<file path="config.mk">
export PLATFORM = sky130hd
export DESIGN_NAME = rotary_encoder_display_controller_core
export DESIGN_NICKNAME = d
export VERILOG_FILES = /design/src/design/redc_pkg.sv /design/src/design/redc_front.sv /design/src/design/redc_queue.sv /design/src/design/redc_back.sv /design/src/design/rotary_encoder_display_controller_core.sv
export SDC_FILE = /design/constraint.sdc
export NUM_CORES = 1
export LEC_CHECK = 0
export ABC_AREA = 1
export BUFFER_PORTS_ARGS = -buffer_cell sky130_fd_sc_hd__buf_4
export CAP_MARGIN = 20
export CORE_MARGIN = 10
export CORE_UTILIZATION = 61
export CTS_BUF_LIST = sky130_fd_sc_hd__clkbuf_4 sky130_fd_sc_hd__clkbuf_8
export DETAILED_ROUTE_END_ITERATION = 6
export GPL_ROUTABILITY_DRIVEN = 0
export PLACE_DENSITY = 0.79
export SETUP_SLACK_MARGIN = 0.5
export SKIP_LAST_GASP = 1
export SLEW_MARGIN = 20
export SYNTH_ARGS = -nofsm -noshare
export SYNTH_HDL_FRONTEND = slang
export SYNTH_HIERARCHICAL = 1
export SYNTH_SLANG_ARGS = --single-unit
</file>
<file path="constraint.sdc">
create_clock -name i_clk -period 12.4 [get_ports i_clk]
set_input_delay 0.62 -clock i_clk [delete_from_list [all_inputs] [get_ports i_clk]]
set_output_delay 0.62 -clock i_clk [all_outputs]
set_load 0.005 [all_outputs]
</file>
<file path="src/design/redc_pkg.sv">
`timescale 1ns / 1ps
`default_nettype none
package redc_pkg;

    localparam int DIGIT_COUNT = 4;
    localparam int PLACE_W     = (DIGIT_COUNT > 1) ? $clog2(DIGIT_COUNT) : 1;
    localparam int QUEUE_DEPTH = 4;
    localparam int QPTR_W      = $clog2(QUEUE_DEPTH);
    localparam int QCNT_W      = $clog2(QUEUE_DEPTH + 1);

    localparam logic [3:0]  ADDR_SHUTDOWN = 4'hc;
    localparam logic [7:0]  CODE_BLANK    = 8'h0f;
    localparam logic [7:0]  DATA_OFF      = 8'd0;
    localparam logic [7:0]  DATA_ON       = 8'd1;
    localparam logic [15:0] TIMEOUT_RESET = 16'd610;
    localparam logic [15:0] IDLE_MAX      = 16'hffff;
    localparam logic [7:0]  RADIX         = 8'd10;
    // v / 10 == (v * 205) >> 11 for v < 1024
    localparam logic [15:0] RECIP_TEN     = 16'd205;
    localparam int          RECIP_SHIFT   = 11;

    typedef struct packed {
        logic mode;
        logic clk_level;
        logic dt_level;
    } t_in_item;

    typedef struct packed {
        logic [3:0] reg_address;
        logic [7:0] reg_data;
        logic       last_of_run;
    } t_out_item;

    typedef struct packed {
        logic       wake;
        logic       shut;
        logic       digits;
        logic [7:0] value;
    } t_cmd;

endpackage
`default_nettype wire

</file>
<file path="src/design/redc_front.sv">
`timescale 1ns / 1ps
`default_nettype none
module redc_front (
    input  wire logic               i_clk,
    input  wire logic               i_rst_n,
    input  wire logic               i_valid,
    output logic                    o_ready,
    input  wire redc_pkg::t_in_item i_item,
    input  wire logic               i_cfg_we,
    input  wire logic [15:0]        i_cfg_data,
    input  wire logic               i_q_full,
    output logic                    o_push,
    output redc_pkg::t_cmd          o_cmd
);

    logic [7:0]  r_pos, n_pos;
    logic [7:0]  r_shown, n_shown;
    logic        r_clkp, n_clkp;
    logic        r_dtp, n_dtp;
    logic [15:0] r_idle, n_idle;
    logic        r_asleep, n_asleep;
    logic [15:0] r_timeout;
    redc_pkg::t_cmd s_cmd;
    logic        s_accept;

    assign o_ready  = !i_q_full;
    assign s_accept = i_valid && o_ready;
    assign o_cmd    = s_cmd;
    assign o_push   = s_accept && (s_cmd.wake || s_cmd.shut || s_cmd.digits);

    always_comb begin
        n_pos    = r_pos;
        n_shown  = r_shown;
        n_clkp   = r_clkp;
        n_dtp    = r_dtp;
        n_idle   = r_idle;
        n_asleep = r_asleep;
        s_cmd    = '0;
        if (i_item.mode) begin
            if (!r_asleep) begin
                n_idle = (r_idle == redc_pkg::IDLE_MAX) ? r_idle : r_idle + 16'd1;
                if (n_idle > r_timeout) begin
                    s_cmd.shut = 1'b1;
                    n_asleep   = 1'b1;
                end
            end
        end else begin
            n_dtp = i_item.dt_level;
            if (!r_asleep || (i_item.dt_level != r_dtp)) begin
                if (r_asleep) begin
                    s_cmd.wake = 1'b1;
                    n_idle     = '0;
                    n_asleep   = 1'b0;
                end
                if (r_clkp && !i_item.clk_level) begin
                    n_pos = i_item.dt_level ? r_pos - 8'd1 : r_pos + 8'd1;
                end
                n_clkp = i_item.clk_level;
                if (n_pos != r_shown) begin
                    n_shown      = n_pos;
                    n_idle       = '0;
                    s_cmd.digits = 1'b1;
                    s_cmd.value  = n_pos;
                end
            end
        end
    end

    always_ff @(posedge i_clk) begin
        if (!i_rst_n) begin
            r_pos     <= '0;
            r_shown   <= '0;
            r_clkp    <= 1'b0;
            r_dtp     <= 1'b0;
            r_idle    <= '0;
            r_asleep  <= 1'b0;
            r_timeout <= redc_pkg::TIMEOUT_RESET;
        end else begin
            if (i_cfg_we) begin
                r_timeout <= i_cfg_data;
            end
            if (s_accept) begin
                r_pos    <= n_pos;
                r_shown  <= n_shown;
                r_clkp   <= n_clkp;
                r_dtp    <= n_dtp;
                r_idle   <= n_idle;
                r_asleep <= n_asleep;
            end
        end
    end

endmodule
`default_nettype wire

</file>
<file path="src/design/redc_queue.sv">
`timescale 1ns / 1ps
`default_nettype none
module redc_queue (
    input  wire logic           i_clk,
    input  wire logic           i_rst_n,
    input  wire logic           i_push,
    input  wire redc_pkg::t_cmd i_cmd,
    output logic                o_full,
    output logic                o_valid,
    output redc_pkg::t_cmd      o_cmd,
    input  wire logic           i_pop
);

    redc_pkg::t_cmd r_mem [redc_pkg::QUEUE_DEPTH];
    logic [redc_pkg::QPTR_W-1:0] r_wr, r_rd;
    logic [redc_pkg::QCNT_W-1:0] r_cnt;
    logic s_push, s_pop;

    assign o_full  = (r_cnt == redc_pkg::QCNT_W'(redc_pkg::QUEUE_DEPTH));
    assign o_valid = (r_cnt != '0);
    assign o_cmd   = r_mem[r_rd];
    assign s_push  = i_push && !o_full;
    assign s_pop   = i_pop && o_valid;

    always_ff @(posedge i_clk) begin
        if (s_push) begin
            r_mem[r_wr] <= i_cmd;
        end
    end

    always_ff @(posedge i_clk) begin
        if (!i_rst_n) begin
            r_wr  <= '0;
            r_rd  <= '0;
            r_cnt <= '0;
        end else begin
            if (s_push) begin
                r_wr <= r_wr + redc_pkg::QPTR_W'(1);
            end
            if (s_pop) begin
                r_rd <= r_rd + redc_pkg::QPTR_W'(1);
            end
            if (s_push && !s_pop) begin
                r_cnt <= r_cnt + redc_pkg::QCNT_W'(1);
            end else if (s_pop && !s_push) begin
                r_cnt <= r_cnt - redc_pkg::QCNT_W'(1);
            end
        end
    end

endmodule
`default_nettype wire

</file>
<file path="src/design/redc_back.sv">
`timescale 1ns / 1ps
`default_nettype none
module redc_back (
    input  wire logic           i_clk,
    input  wire logic           i_rst_n,
    input  wire logic           i_q_valid,
    input  wire redc_pkg::t_cmd i_q_cmd,
    output logic                o_pop,
    output logic                o_valid,
    input  wire logic           i_ready,
    output redc_pkg::t_out_item o_item
);

    logic                         r_active;
    logic                         r_wake;
    logic                         r_shut;
    logic                         r_digits;
    logic [7:0]                   r_value;
    logic                         r_blank;
    logic [redc_pkg::PLACE_W-1:0] r_place;
    logic                         r_out_valid;
    redc_pkg::t_out_item          r_out;

    logic                s_slot;
    logic                s_emit;
    logic                s_done;
    logic                s_load;
    redc_pkg::t_out_item s_wr;
    logic [15:0]         s_prod;
    logic [7:0]          s_quot;
    logic [7:0]          s_rem;
    logic                s_digit_step;

    assign s_prod = 16'(r_value) * redc_pkg::RECIP_TEN;
    assign s_quot = 8'(s_prod >> redc_pkg::RECIP_SHIFT);
    assign s_rem  = r_value - 8'(s_quot * redc_pkg::RADIX);

    assign s_slot = !r_out_valid || i_ready;
    assign s_emit = r_active && s_slot;

    always_comb begin
        s_wr         = '0;
        s_digit_step = 1'b0;
        priority if (r_wake) begin
            s_wr.reg_address = redc_pkg::ADDR_SHUTDOWN;
            s_wr.reg_data    = redc_pkg::DATA_ON;
            s_wr.last_of_run = !r_digits;
        end else if (r_shut) begin
            s_wr.reg_address = redc_pkg::ADDR_SHUTDOWN;
            s_wr.reg_data    = redc_pkg::DATA_OFF;
            s_wr.last_of_run = 1'b1;
        end else begin
            s_digit_step     = 1'b1;
            s_wr.reg_address = 4'(r_place) + 4'd1;
            s_wr.reg_data    = r_blank ? redc_pkg::CODE_BLANK : s_rem;
            s_wr.last_of_run = (r_place == redc_pkg::PLACE_W'(redc_pkg::DIGIT_COUNT - 1));
        end
    end

    assign s_done = s_emit && s_wr.last_of_run;
    assign s_load = i_q_valid && (!r_active || s_done);
    assign o_pop  = s_load;

    assign o_valid = r_out_valid;
    assign o_item  = r_out;

    always_ff @(posedge i_clk) begin
        if (s_load) begin
            r_wake   <= i_q_cmd.wake;
            r_shut   <= i_q_cmd.shut;
            r_digits <= i_q_cmd.digits;
            r_value  <= i_q_cmd.value;
            r_blank  <= 1'b0;
            r_place  <= '0;
        end else if (s_emit) begin
            if (r_wake) begin
                r_wake <= 1'b0;
            end else if (s_digit_step) begin
                r_value <= s_quot;
                r_place <= r_place + redc_pkg::PLACE_W'(1);
                if (s_quot == '0) begin
                    r_blank <= 1'b1;
                end
            end
        end
        if (s_emit) begin
            r_out <= s_wr;
        end
    end

    always_ff @(posedge i_clk) begin
        if (!i_rst_n) begin
            r_active    <= 1'b0;
            r_out_valid <= 1'b0;
        end else begin
            if (s_load) begin
                r_active <= 1'b1;
            end else if (s_done) begin
                r_active <= 1'b0;
            end
            if (s_emit) begin
                r_out_valid <= 1'b1;
            end else if (i_ready) begin
                r_out_valid <= 1'b0;
            end
        end
    end

endmodule
`default_nettype wire

</file>
<file path="src/design/rotary_encoder_display_controller_core.sv">
`timescale 1ns / 1ps
`default_nettype none
// Rotary encoder position counter with display register writes.
// Input channel (i_valid/o_ready, i_item): one request per pin sample or
// timer tick; a request is taken every cycle while the command queue has room.
// Output channel (o_valid/i_ready, o_item): display register writes, one per
// request on that side; last_of_run marks the final write caused by an input.
// Configuration: i_cfg_we/i_cfg_data load the idle timeout.
// Each input's command passes through the queue, the back end's command
// registers and the output register; its later writes follow one per
// cycle unless stalled; an input makes 1 to DIGIT_COUNT + 1 writes or none.
// Sustained rate is set by the output side: the back end emits one write per
// cycle unless stalled; a queue of QUEUE_DEPTH commands absorbs front bursts.
// When the receiver stalls, the output register holds its write, the back end
// waits, the queue fills and then o_ready drops.
// Reset (synchronous, active low) clears position, idle counter, sleep state,
// queue and output; the timeout returns to 610 ticks.
module rotary_encoder_display_controller_core (
    input  wire logic                i_clk,
    input  wire logic                i_rst_n,
    input  wire logic                i_valid,
    output logic                     o_ready,
    input  wire redc_pkg::t_in_item  i_item,
    output logic                     o_valid,
    input  wire logic                i_ready,
    output redc_pkg::t_out_item      o_item,
    input  wire logic                i_cfg_we,
    input  wire logic [15:0]         i_cfg_data
);

    logic           s_push;
    logic           s_full;
    redc_pkg::t_cmd s_push_cmd;
    logic           s_q_valid;
    redc_pkg::t_cmd s_q_cmd;
    logic           s_pop;

    redc_front u_front (
        .i_clk      (i_clk),
        .i_rst_n    (i_rst_n),
        .i_valid    (i_valid),
        .o_ready    (o_ready),
        .i_item     (i_item),
        .i_cfg_we   (i_cfg_we),
        .i_cfg_data (i_cfg_data),
        .i_q_full   (s_full),
        .o_push     (s_push),
        .o_cmd      (s_push_cmd)
    );

    redc_queue u_queue (
        .i_clk   (i_clk),
        .i_rst_n (i_rst_n),
        .i_push  (s_push),
        .i_cmd   (s_push_cmd),
        .o_full  (s_full),
        .o_valid (s_q_valid),
        .o_cmd   (s_q_cmd),
        .i_pop   (s_pop)
    );

    redc_back u_back (
        .i_clk     (i_clk),
        .i_rst_n   (i_rst_n),
        .i_q_valid (s_q_valid),
        .i_q_cmd   (s_q_cmd),
        .o_pop     (s_pop),
        .o_valid   (o_valid),
        .i_ready   (i_ready),
        .o_item    (o_item)
    );

    a_no_overflow: assert property (@(posedge i_clk) disable iff (!i_rst_n)
        s_push |-> !s_full)
        else $error("command pushed into full queue");

    a_shutdown_last: assert property (@(posedge i_clk) disable iff (!i_rst_n)
        (o_valid && o_item.reg_address == redc_pkg::ADDR_SHUTDOWN &&
         o_item.reg_data == redc_pkg::DATA_OFF) |-> o_item.last_of_run)
        else $error("display off write not last of run");

    a_digit_range: assert property (@(posedge i_clk) disable iff (!i_rst_n)
        (o_valid && o_item.reg_address != redc_pkg::ADDR_SHUTDOWN) |->
        (o_item.reg_address >= 4'd1 &&
         o_item.reg_address <= 4'(redc_pkg::DIGIT_COUNT) &&
         (o_item.reg_data < redc_pkg::RADIX || o_item.reg_data == redc_pkg::CODE_BLANK)))
        else $error("bad digit write");

    a_reset_idle: assert property (@(posedge i_clk)
        !i_rst_n |=> (!o_valid && !s_q_valid))
        else $error("output or queue not cleared by reset");

endmodule
`default_nettype wire
</file>
Yosys cells after proc, flatten, opt, wreduce, memory -nomap -nowiden
Memory sizes are Yosys's and may differ from the RTL's. A register that Yosys moved wholly into a read port is not among the register bits.
Index checks and enable logic that the tools add are counted.
Storage, ports and cells
  bits in registers: 87
  bits in latches: 0
  bits in writable memories: 44
  memory bits (read-only): 0
  output and inout port bits: 15
  memories kept: 1
Operators by class
  add/sub/neg operators: 10
  multipliers: 2
  divide/modulo/power cells: 0
  magnitude comparators: 1
  equal/unequal tests: 7
  shifts and indexed selects: 0
  mux-type cells: 43
  bitwise gates (word level): 2
  reduce and logical (&&, ||, !) cells: 42
Memories
  u_queue.r_mem: depth 4, width 11, rd ports 1, clocked after memory_dff 1, write ports 1, RTL line redc_queue.sv:14  | redc_pkg::t_cmd r_mem [redc_pkg::QUEUE_DEPTH];
Operator list (count)
  16-bit two-way mux: 6
  8-bit two-way mux: 8
  9-bit two-way mux: 3
  1-bit two-way mux: 20
  16-bit by 1-bit adder with 16-bit output, second input constant: 1
  16-bit equality test, second input constant: 1
  16-bit greater-than comparator: 1
  8-bit by 8-bit multiplier with 16-bit output, second input constant: 1
  4-bit AND reduction: 3
  2-bit nonzero test: 6
  1-bit logical AND: 10
  3-bit AND reduction: 3
  8-bit by 1-bit adder with 8-bit output, second input constant: 1
  1-bit zero test: 8
  8-bit zero test: 1
  8-bit != test: 1
  8-bit by 1-bit subtractor with 8-bit output, second input constant: 1
  8-bit subtractor: 1
  5-bit by 3-bit multiplier with 7-bit output, second input constant: 1
  2-bit by 1-bit adder with 2-bit output, second input constant: 3
  2-bit two-way mux: 3
  3-bit two-way mux: 2
  3-bit nonzero test: 2
  1-bit logical OR: 5
  12 further kinds: 15

Depth between registers and ports, before layout
Gate-level depths: netlist of run 1.
  word-level depth: 16
  gate-level depth with buffers: 34
  gate-level depth less buffers: 34

Cells and area by module
Netlist of run 1, hierarchy kept.
By module, submodules not included
  redc_front: instances 1, cells an instance 556, area an instance 3484.6 um^2, sequential area each 1021.0 um^2
  redc_back: instances 1, cells an instance 327, area an instance 2839.0 um^2, sequential area each 820.8 um^2
  redc_queue: instances 1, cells an instance 176, area an instance 2134.5 um^2, sequential area each 1501.4 um^2

Least setup slack after synthesis of run 1
No wires, ideal clock.
  kind: register to register
  from: reg u_back.r_value[2]
  to: reg u_back.r_out, in the netlist u_back/o_item[8], data pin
  arrival: 5.217 ns
  path slack: 6.931 ns
  stages on the path, launching flop included: 30
  buffers on the path: 0
  period minus slack after synthesis: 5.469 ns
  cells stage by stage: edfxtp_1 ha_1 xor2_1 ha_1 fa_1 inv_1 fa_1 inv_1 ha_1 nand2_1 nor2_1 nand2_1 nand2_1 nand2_1 nand3_1 nand2_1 ha_1 ha_1 inv_1 fa_1 xor2_1 ha_1 nand2_1 or2_2 nand3_1 nand3_1 nand2_1 nand3_1 nand2_1 nor2_1
Between the ends
  word-level cells in the longest chain between the ends: 3
RTL lines
  start: declaration: RTL line redc_back.sv:18  | logic [7:0] r_value;
  start signal: assignment: RTL line redc_back.sv:72  | r_value <= i_q_cmd.value;
  start signal: assignment: RTL line redc_back.sv:79  | r_value <= s_quot;
  8-bit by 8-bit multiplier with 16-bit output: RTL line redc_back.sv:34  | assign s_prod = 16'(r_value) * redc_pkg::RECIP_TEN;
  5-bit by 3-bit multiplier with 7-bit output: RTL line redc_back.sv:36  | assign s_rem = r_value - 8'(s_quot * redc_pkg::RADIX);
  8-bit subtractor *: RTL line redc_back.sv:36
  end signal: assignment: RTL line redc_back.sv:87  | r_out <= s_wr;
  end: declaration: RTL line redc_back.sv:22  | redc_pkg::t_out_item r_out;
Mark *: on every way between the ends. The rest lies on a longest branch, timed or not.
A chain may end at the register's enable or synchronous reset.

Final worst setup path of run 1
Same ends and word-level chain as after synthesis.

==> results of run 1 <==
worst paths after layout:
kind	to	slack, ps
max	u_back/o_item[8]	6530
min	u_front/r_timeout[1]	400
max reg2reg	u_back/o_item[8]	6530
min reg2reg	u_front/r_timeout[5]	470
synth_stat cells, types with 5 or more instances:
cell type	instances	area (um2)
a21o_1	5	37.5
a21oi_1	72	360
buf_2	6	30.0
clkbuf_1	10	37.5
dfxtp_1	65	1300
edfxtp_1	68	2040
fa_1	13	260
ha_1	83	1040
inv_1	142	533
inv_2	8	30.0
nand2_1	212	796
nand2_2	7	43.8
nand2_4	6	67.6
nand3_1	67	335
nand3b_1	6	45.0
nand4_1	7	43.8
nor2_1	137	514
nor3_1	15	75.1
o21ai_0	33	165
o21ai_1	18	90.1
o22ai_1	18	113
xor2_1	15	131
metrics by stage:
| step | instances | utilization [%] | setup slack [ps] | hold slack, ps | instance area [um2] |
|---|---|---|---|---|---|
| global route | 1282 | 69.2 | 6090 | 393 | 9270 |
| finish | 1282 | 69.2 | 6530 | 403 | 9270 |
| floorplan | 1059 | - | 6930 | 435 | 8460 |
| detailed placement | 1249 | 65.9 | 6580 | 461 | 8830 |
| CTS | 1281 | 69.2 | 6560 | 378 | 9270 |
| global placement | 1249 | 65.9 | 6690 | 451 | 8830 |
metal layers:
| metal | up-vias | share of wire, % | GRT usage [%] |
|---|---|---|---|
| li1 | 3545 | - | - |
| met1 | 3072 | 46 | 23.8 |
| met2 | 187 | 47 | 31.4 |
| met3 | 23 | 5.5 | 3.97 |
| met4 | 0 | 1.0 | 4.81 |
| met5 | - | 0 | 0 |
logic make-up after synthesis:
family | count (synthesis) | share of synthesized area [%]
AND/OR/NAND/NOR | 474 | 24.2
buffers and inverters | 177 | 8.42
AO/OA/AOI/OAI | 160 | 10.5
flip-flops | 133 | 39.5
adder cells (fa/ha/maj) | 96 | 15.4
XOR/XNOR | 19 | 1.97
flip-flops by register name, summed over array words and instances, names as in the netlist, 2 cells and up, named ones only:
register and cells:
u_queue/r_cnt 3, u_back/r_value 8, u_queue/r_rd 2, u_queue/r_mem 44, u_back/o_item 13, u_back/r_place 2, u_front/r_idle 16, u_front/r_pos 8
u_front/r_timeout 16, u_front/r_shown 8, u_queue/r_wr 2
layout make-up:
class	instances	area [um2]	area share, %
multi-input cells	749	4400	47.5
clock buffers	20	256	2.77
flip-flops and latches	133	3340	36.0
clock inverters	12	178	1.92
repair buffers	40	300	3.24
well taps	176	220	2.37
inverters	152	573	6.18
critical path: cells and delay by family, from the launching register on:
family | cells | cell delay [ps]
XOR/XNOR | 2 | 330
adder cells (fa/ha/maj) | 9 | 3180
buffers and inverters | 5 | 260
flip-flops | 1 | 520
AND/OR/NAND/NOR | 16 | 1340
layout by cell type, fill, tap and decap left out, types with 3 or more instances in the layout:
cell,n
nor3_1,15
clkbuf_4,3
a21o_1,5
edfxtp_1,68
or2_2,4
inv_2,8
o22ai_1,18
o21ai_0,33
nand4_1,7
inv_1,142
o21ai_2,3
a21oi_1,72
nand2_4,6
clkbuf_8,17
nand3b_1,6
bufinv_16,4
buf_4,40
nor2_1,137
dfxtp_1,65
ha_1,83
fa_1,13
o21ai_1,18
o21a_1,4
nand2_2,7
nor2_2,4
xnor2_1,4
nand2_1,212
nand3_1,67
xor2_1,15
==> results.toml, run 1 <==
[status]
outcome = "finished, final reports clean"

[timing]
rsz0062_at_grt = "false"
period_needed_ps = 5870
worstMarginPinSlew_ps = 1030
fmax_mhz = 170
fin_tns_setup_ps = 0
slew_headroom_pct = 31.1
skew_ps = 14.7
finalSetupViolCount = 0
slew_viol_final = 0
period_share_pct = 47.4
hold_violations = 0

[routing]
wl_per_cell_um = 13.4
drtAntennaViolNets = 0
dr_total_vias = 6827
dr.pass1.iters = 5
drt_iter0_markers = 641
routed_wl_mm = 17.1
drc_errors = 0
routed_via_density = 5.33

[yosys]
synth_edf_count = 68
synth.yosys.seq_area_share_pct = 39.5
postSynthAreaPerCell_um2 = 7.99
synthesis.area_um2 = 8460
synthArstFlopShare_pct = 0
synthCells = 1059
ys_types = 45
syn_nets = 1179
yosys_warnings = 6
ys_ff_latch = 133
ys.flop_type = "edfxtp_1"

[clock_network]
post_cts_buffers = 0
clock_latency_ps = 440
cts.root.buffer_cell = "clkbuf_8"
cts.path.max_buffers = 2
hold_buffers = 0
htree_levels = 4
ctsResizeCount = 0
clk_pin_slew_ps = 80
numClockSinks = 133
numCtsBuffers = 17
tritoncts = "built"

[setup_path]
crit_path_max_incr_delay_ps = 530
rr_worst_depth = 32
crit_path_frequent_cell = "nand2_1"
worst_setup_path_end_kind = "register"
cp_max_fo = 7
crit_slowest_cell = "fa_1"
startpoint = "u_back/r_value[2]"
r2r-start = "u_back/r_value[2]"
critPathKind = "register to register"
cp_data_required_time_ps = 12600
cp.arrival_ps = 6070
cp-start-kind = "register"

[grt]
grt_usage_pct = 18.6
antenna_found_initial = 0
grt_max_degree = 49
grt_pass1_wl_mm = 29.0
grt_pass1_vias = 6387
grt.overflow.total = 0

[floorplan]
rows = 42
die_w_um = 138
fp.coreArea_um2 = 13400
boundaryPins = 39
die_area_um2 = 19000
fp.dieH_um = 138
start_util_pct = 63.1

[finish]
antenna_cells = 0
layout.nets = 1213
nFillCells = 1071
final_layout_size_suffix_gt1_share_pct = 10.3
area_growth_pct = 9.64

[place]
dp_hpwl_mm = 12.9
port_buffers = 38

[job]
cap_violations = 0

[hold_path]
hold_class = "input port to register"
hp-start = "i_cfg_data[1]"
min_path_cells = 3
Power of run 1 is not shown: default switching activity piles up to over one toggle a cycle in this logic, so the estimate is an artifact.
==> inputs of run 2 (changes only) <==
==> constraint.sdc (replaced) <==
create_clock -name i_clk -period 5.75 [get_ports i_clk]
set_input_delay 0.2875 -clock i_clk [delete_from_list [all_inputs] [get_ports i_clk]]
set_output_delay 0.2875 -clock i_clk [all_outputs]
set_load 0.005 [all_outputs]
==> run 2 against run 1 <==
Effect of this change:
- die area stayed put
- routed wire length is 17% higher
- cell area is 6.3% higher
- core utilization is 4.4 points higher
- worst setup slack worse by 6400 ps
- count of clock-buffer cells in the layout is 2 lower
- non-clock buffer count is 35 higher
- flip-flop and latch count stayed put
- largest cell class unchanged
- highest routed layer unchanged
==> results.toml, run 2 (same netlist as run 1, synthesis figures left out) <==
[finish]
regArea_um2 = 3340
nFillCells = 1011
largest_register_ffs = 44
post-route-util_pct = 73.6
layout.nets = 1248
layout_common_cells = "nand2_1, inv_1, nor2_1"
regMostFlops = "u_queue/r_mem"
multiInputGateArea_um2 = 4700
area_growth_pct = 16.6
reg_top3 = "u_queue/r_mem x44, u_front/r_idle x16, u_front/r_timeout x16"
final_area_um2 = 9860
antenna_cells = 0
final_common_cell = "nand2_1"
final_layout_size_suffix_gt1_share_pct = 17.4

[setup_path]
rr_worst_depth = 32
critPathKind = "register to register"
cp_data_required_time_ps = 5940
worst_setup_path_end_kind = "register"
crit_slowest_cell = "fa_1"
cp-start-kind = "register"
cp.arrival_ps = 5860
crit_path_frequent_cell = "nand2_2"
cp_max_fo = 4
crit_path_max_incr_delay_ps = 550

[timing]
period_share_pct = 98.5
finalSetupViolCount = 0
setup_slack_ps = 85.3
skew_ps = 14.7
fmax_mhz = 177
slew_headroom_pct = 42.4
rsz0062_at_grt = "true"
hold_violations = 0
worstMarginPinSlew_ps = 863
period_needed_ps = 5660
slew_viol_final = 0

[routing]
drtAntennaViolNets = 0
dr_total_vias = 7205
routed_wl_mm = 20.1
drt_iter0_markers = 650
drc_errors = 0
dr.pass1.iters = 6
routed_via_density = 5.47
wl_per_cell_um = 15.3

[grt]
grt_max_degree = 49
antenna_found_initial = 0
grt_usage_pct = 20.1
grt.overflow.total = 0
grt_pass1_wl_mm = 30.7
grt_pass1_vias = 6583

[place]
dpl-instance-area_um2 = 8920
place_ws_ps = 183
port_buffers = 38
dp_hpwl_mm = 13.0

[floorplan]
fp.coreArea_um2 = 13400
fp.dieH_um = 138
rows = 42
die_w_um = 138
start_util_pct = 63.1
boundaryPins = 39
die_area_um2 = 19000

[hold_path]
hold_class = "input port to register"
min_path_cells = 3

[status]
outcome = "finished, final reports clean"

[clock_network]
numCtsBuffers = 17
tritoncts = "built"
hold_buffers = 0
cts.path.max_buffers = 2
numClockSinks = 133
cts.root.buffer_cell = "clkbuf_8"
clk_pin_slew_ps = 70
htree_levels = 4
clock_latency_ps = 450

[job]
cap_violations = 0
-- run 2: per-stage QoR --
stage / TNS, ps / hold slack [ps] / cells
after floorplan: 0 / 408 / 1059
after global placement: 0 / 453 / 1253
after detailed placement: 0 / 460 / 1253
after CTS: 0 / 28.7 / 1311
after global routing: -116 / 43.5 / 1317
final: 0 / 51.2 / 1317
-- run 2: path summary, 6_finish.rpt --
check | startpoint | to | slack (ps)
min reg2reg | u_front/r_timeout[5] | u_front/r_timeout[5] | 470
max reg2reg | u_back/r_value[2] | u_back/o_item[8] | 90
max | u_back/r_value[2] | u_back/o_item[8] | 90
min | i_cfg_data[1] | u_front/r_timeout[1] | 50
-- run 2: worst max-delay path: cells and delay by family, from the launching register on --
family | cells | cell delay (ps)
xor+xnor | 2 | 330
fa+ha+maj | 9 | 2980
buf+inv | 5 | 240
flops | 1 | 480
simple gates | 16 | 1400
-- run 2: what timing repair did --
action                                  CTS  global route
gates resized for setup                  13            51
setup buffers                            26             6
endpoints found under the hold margin     0             0
pin swaps                                17            23
endpoints found under the setup margin    2             6
-- run 2: area by class of cell --
cell class,count,share of cell area (%)
Sequential cell,133,33.9
Timing Repair Buffer,75,6.09
Clock buffer,18,2.45
Tap cell,176,2.23
Inverter,152,5.89
Clock inverter,14,1.78
Multi-Input combinational cell,749,47.7
-- run 2: per-layer routing --
layer | part of all wire [%] | routed length (um) | track usage (%) | up-vias
li1 | - | - | - | 3625
met5 | 0 | 0 | 0 | -
met2 | 49 | 9770 | 33.2 | 237
met3 | 5.4 | 1090 | 3.79 | 57
met4 | 3.6 | 732 | 10.1 | 0
met1 | 42 | 8520 | 24.7 | 3286
Power of run 2 is left out for the same reason.
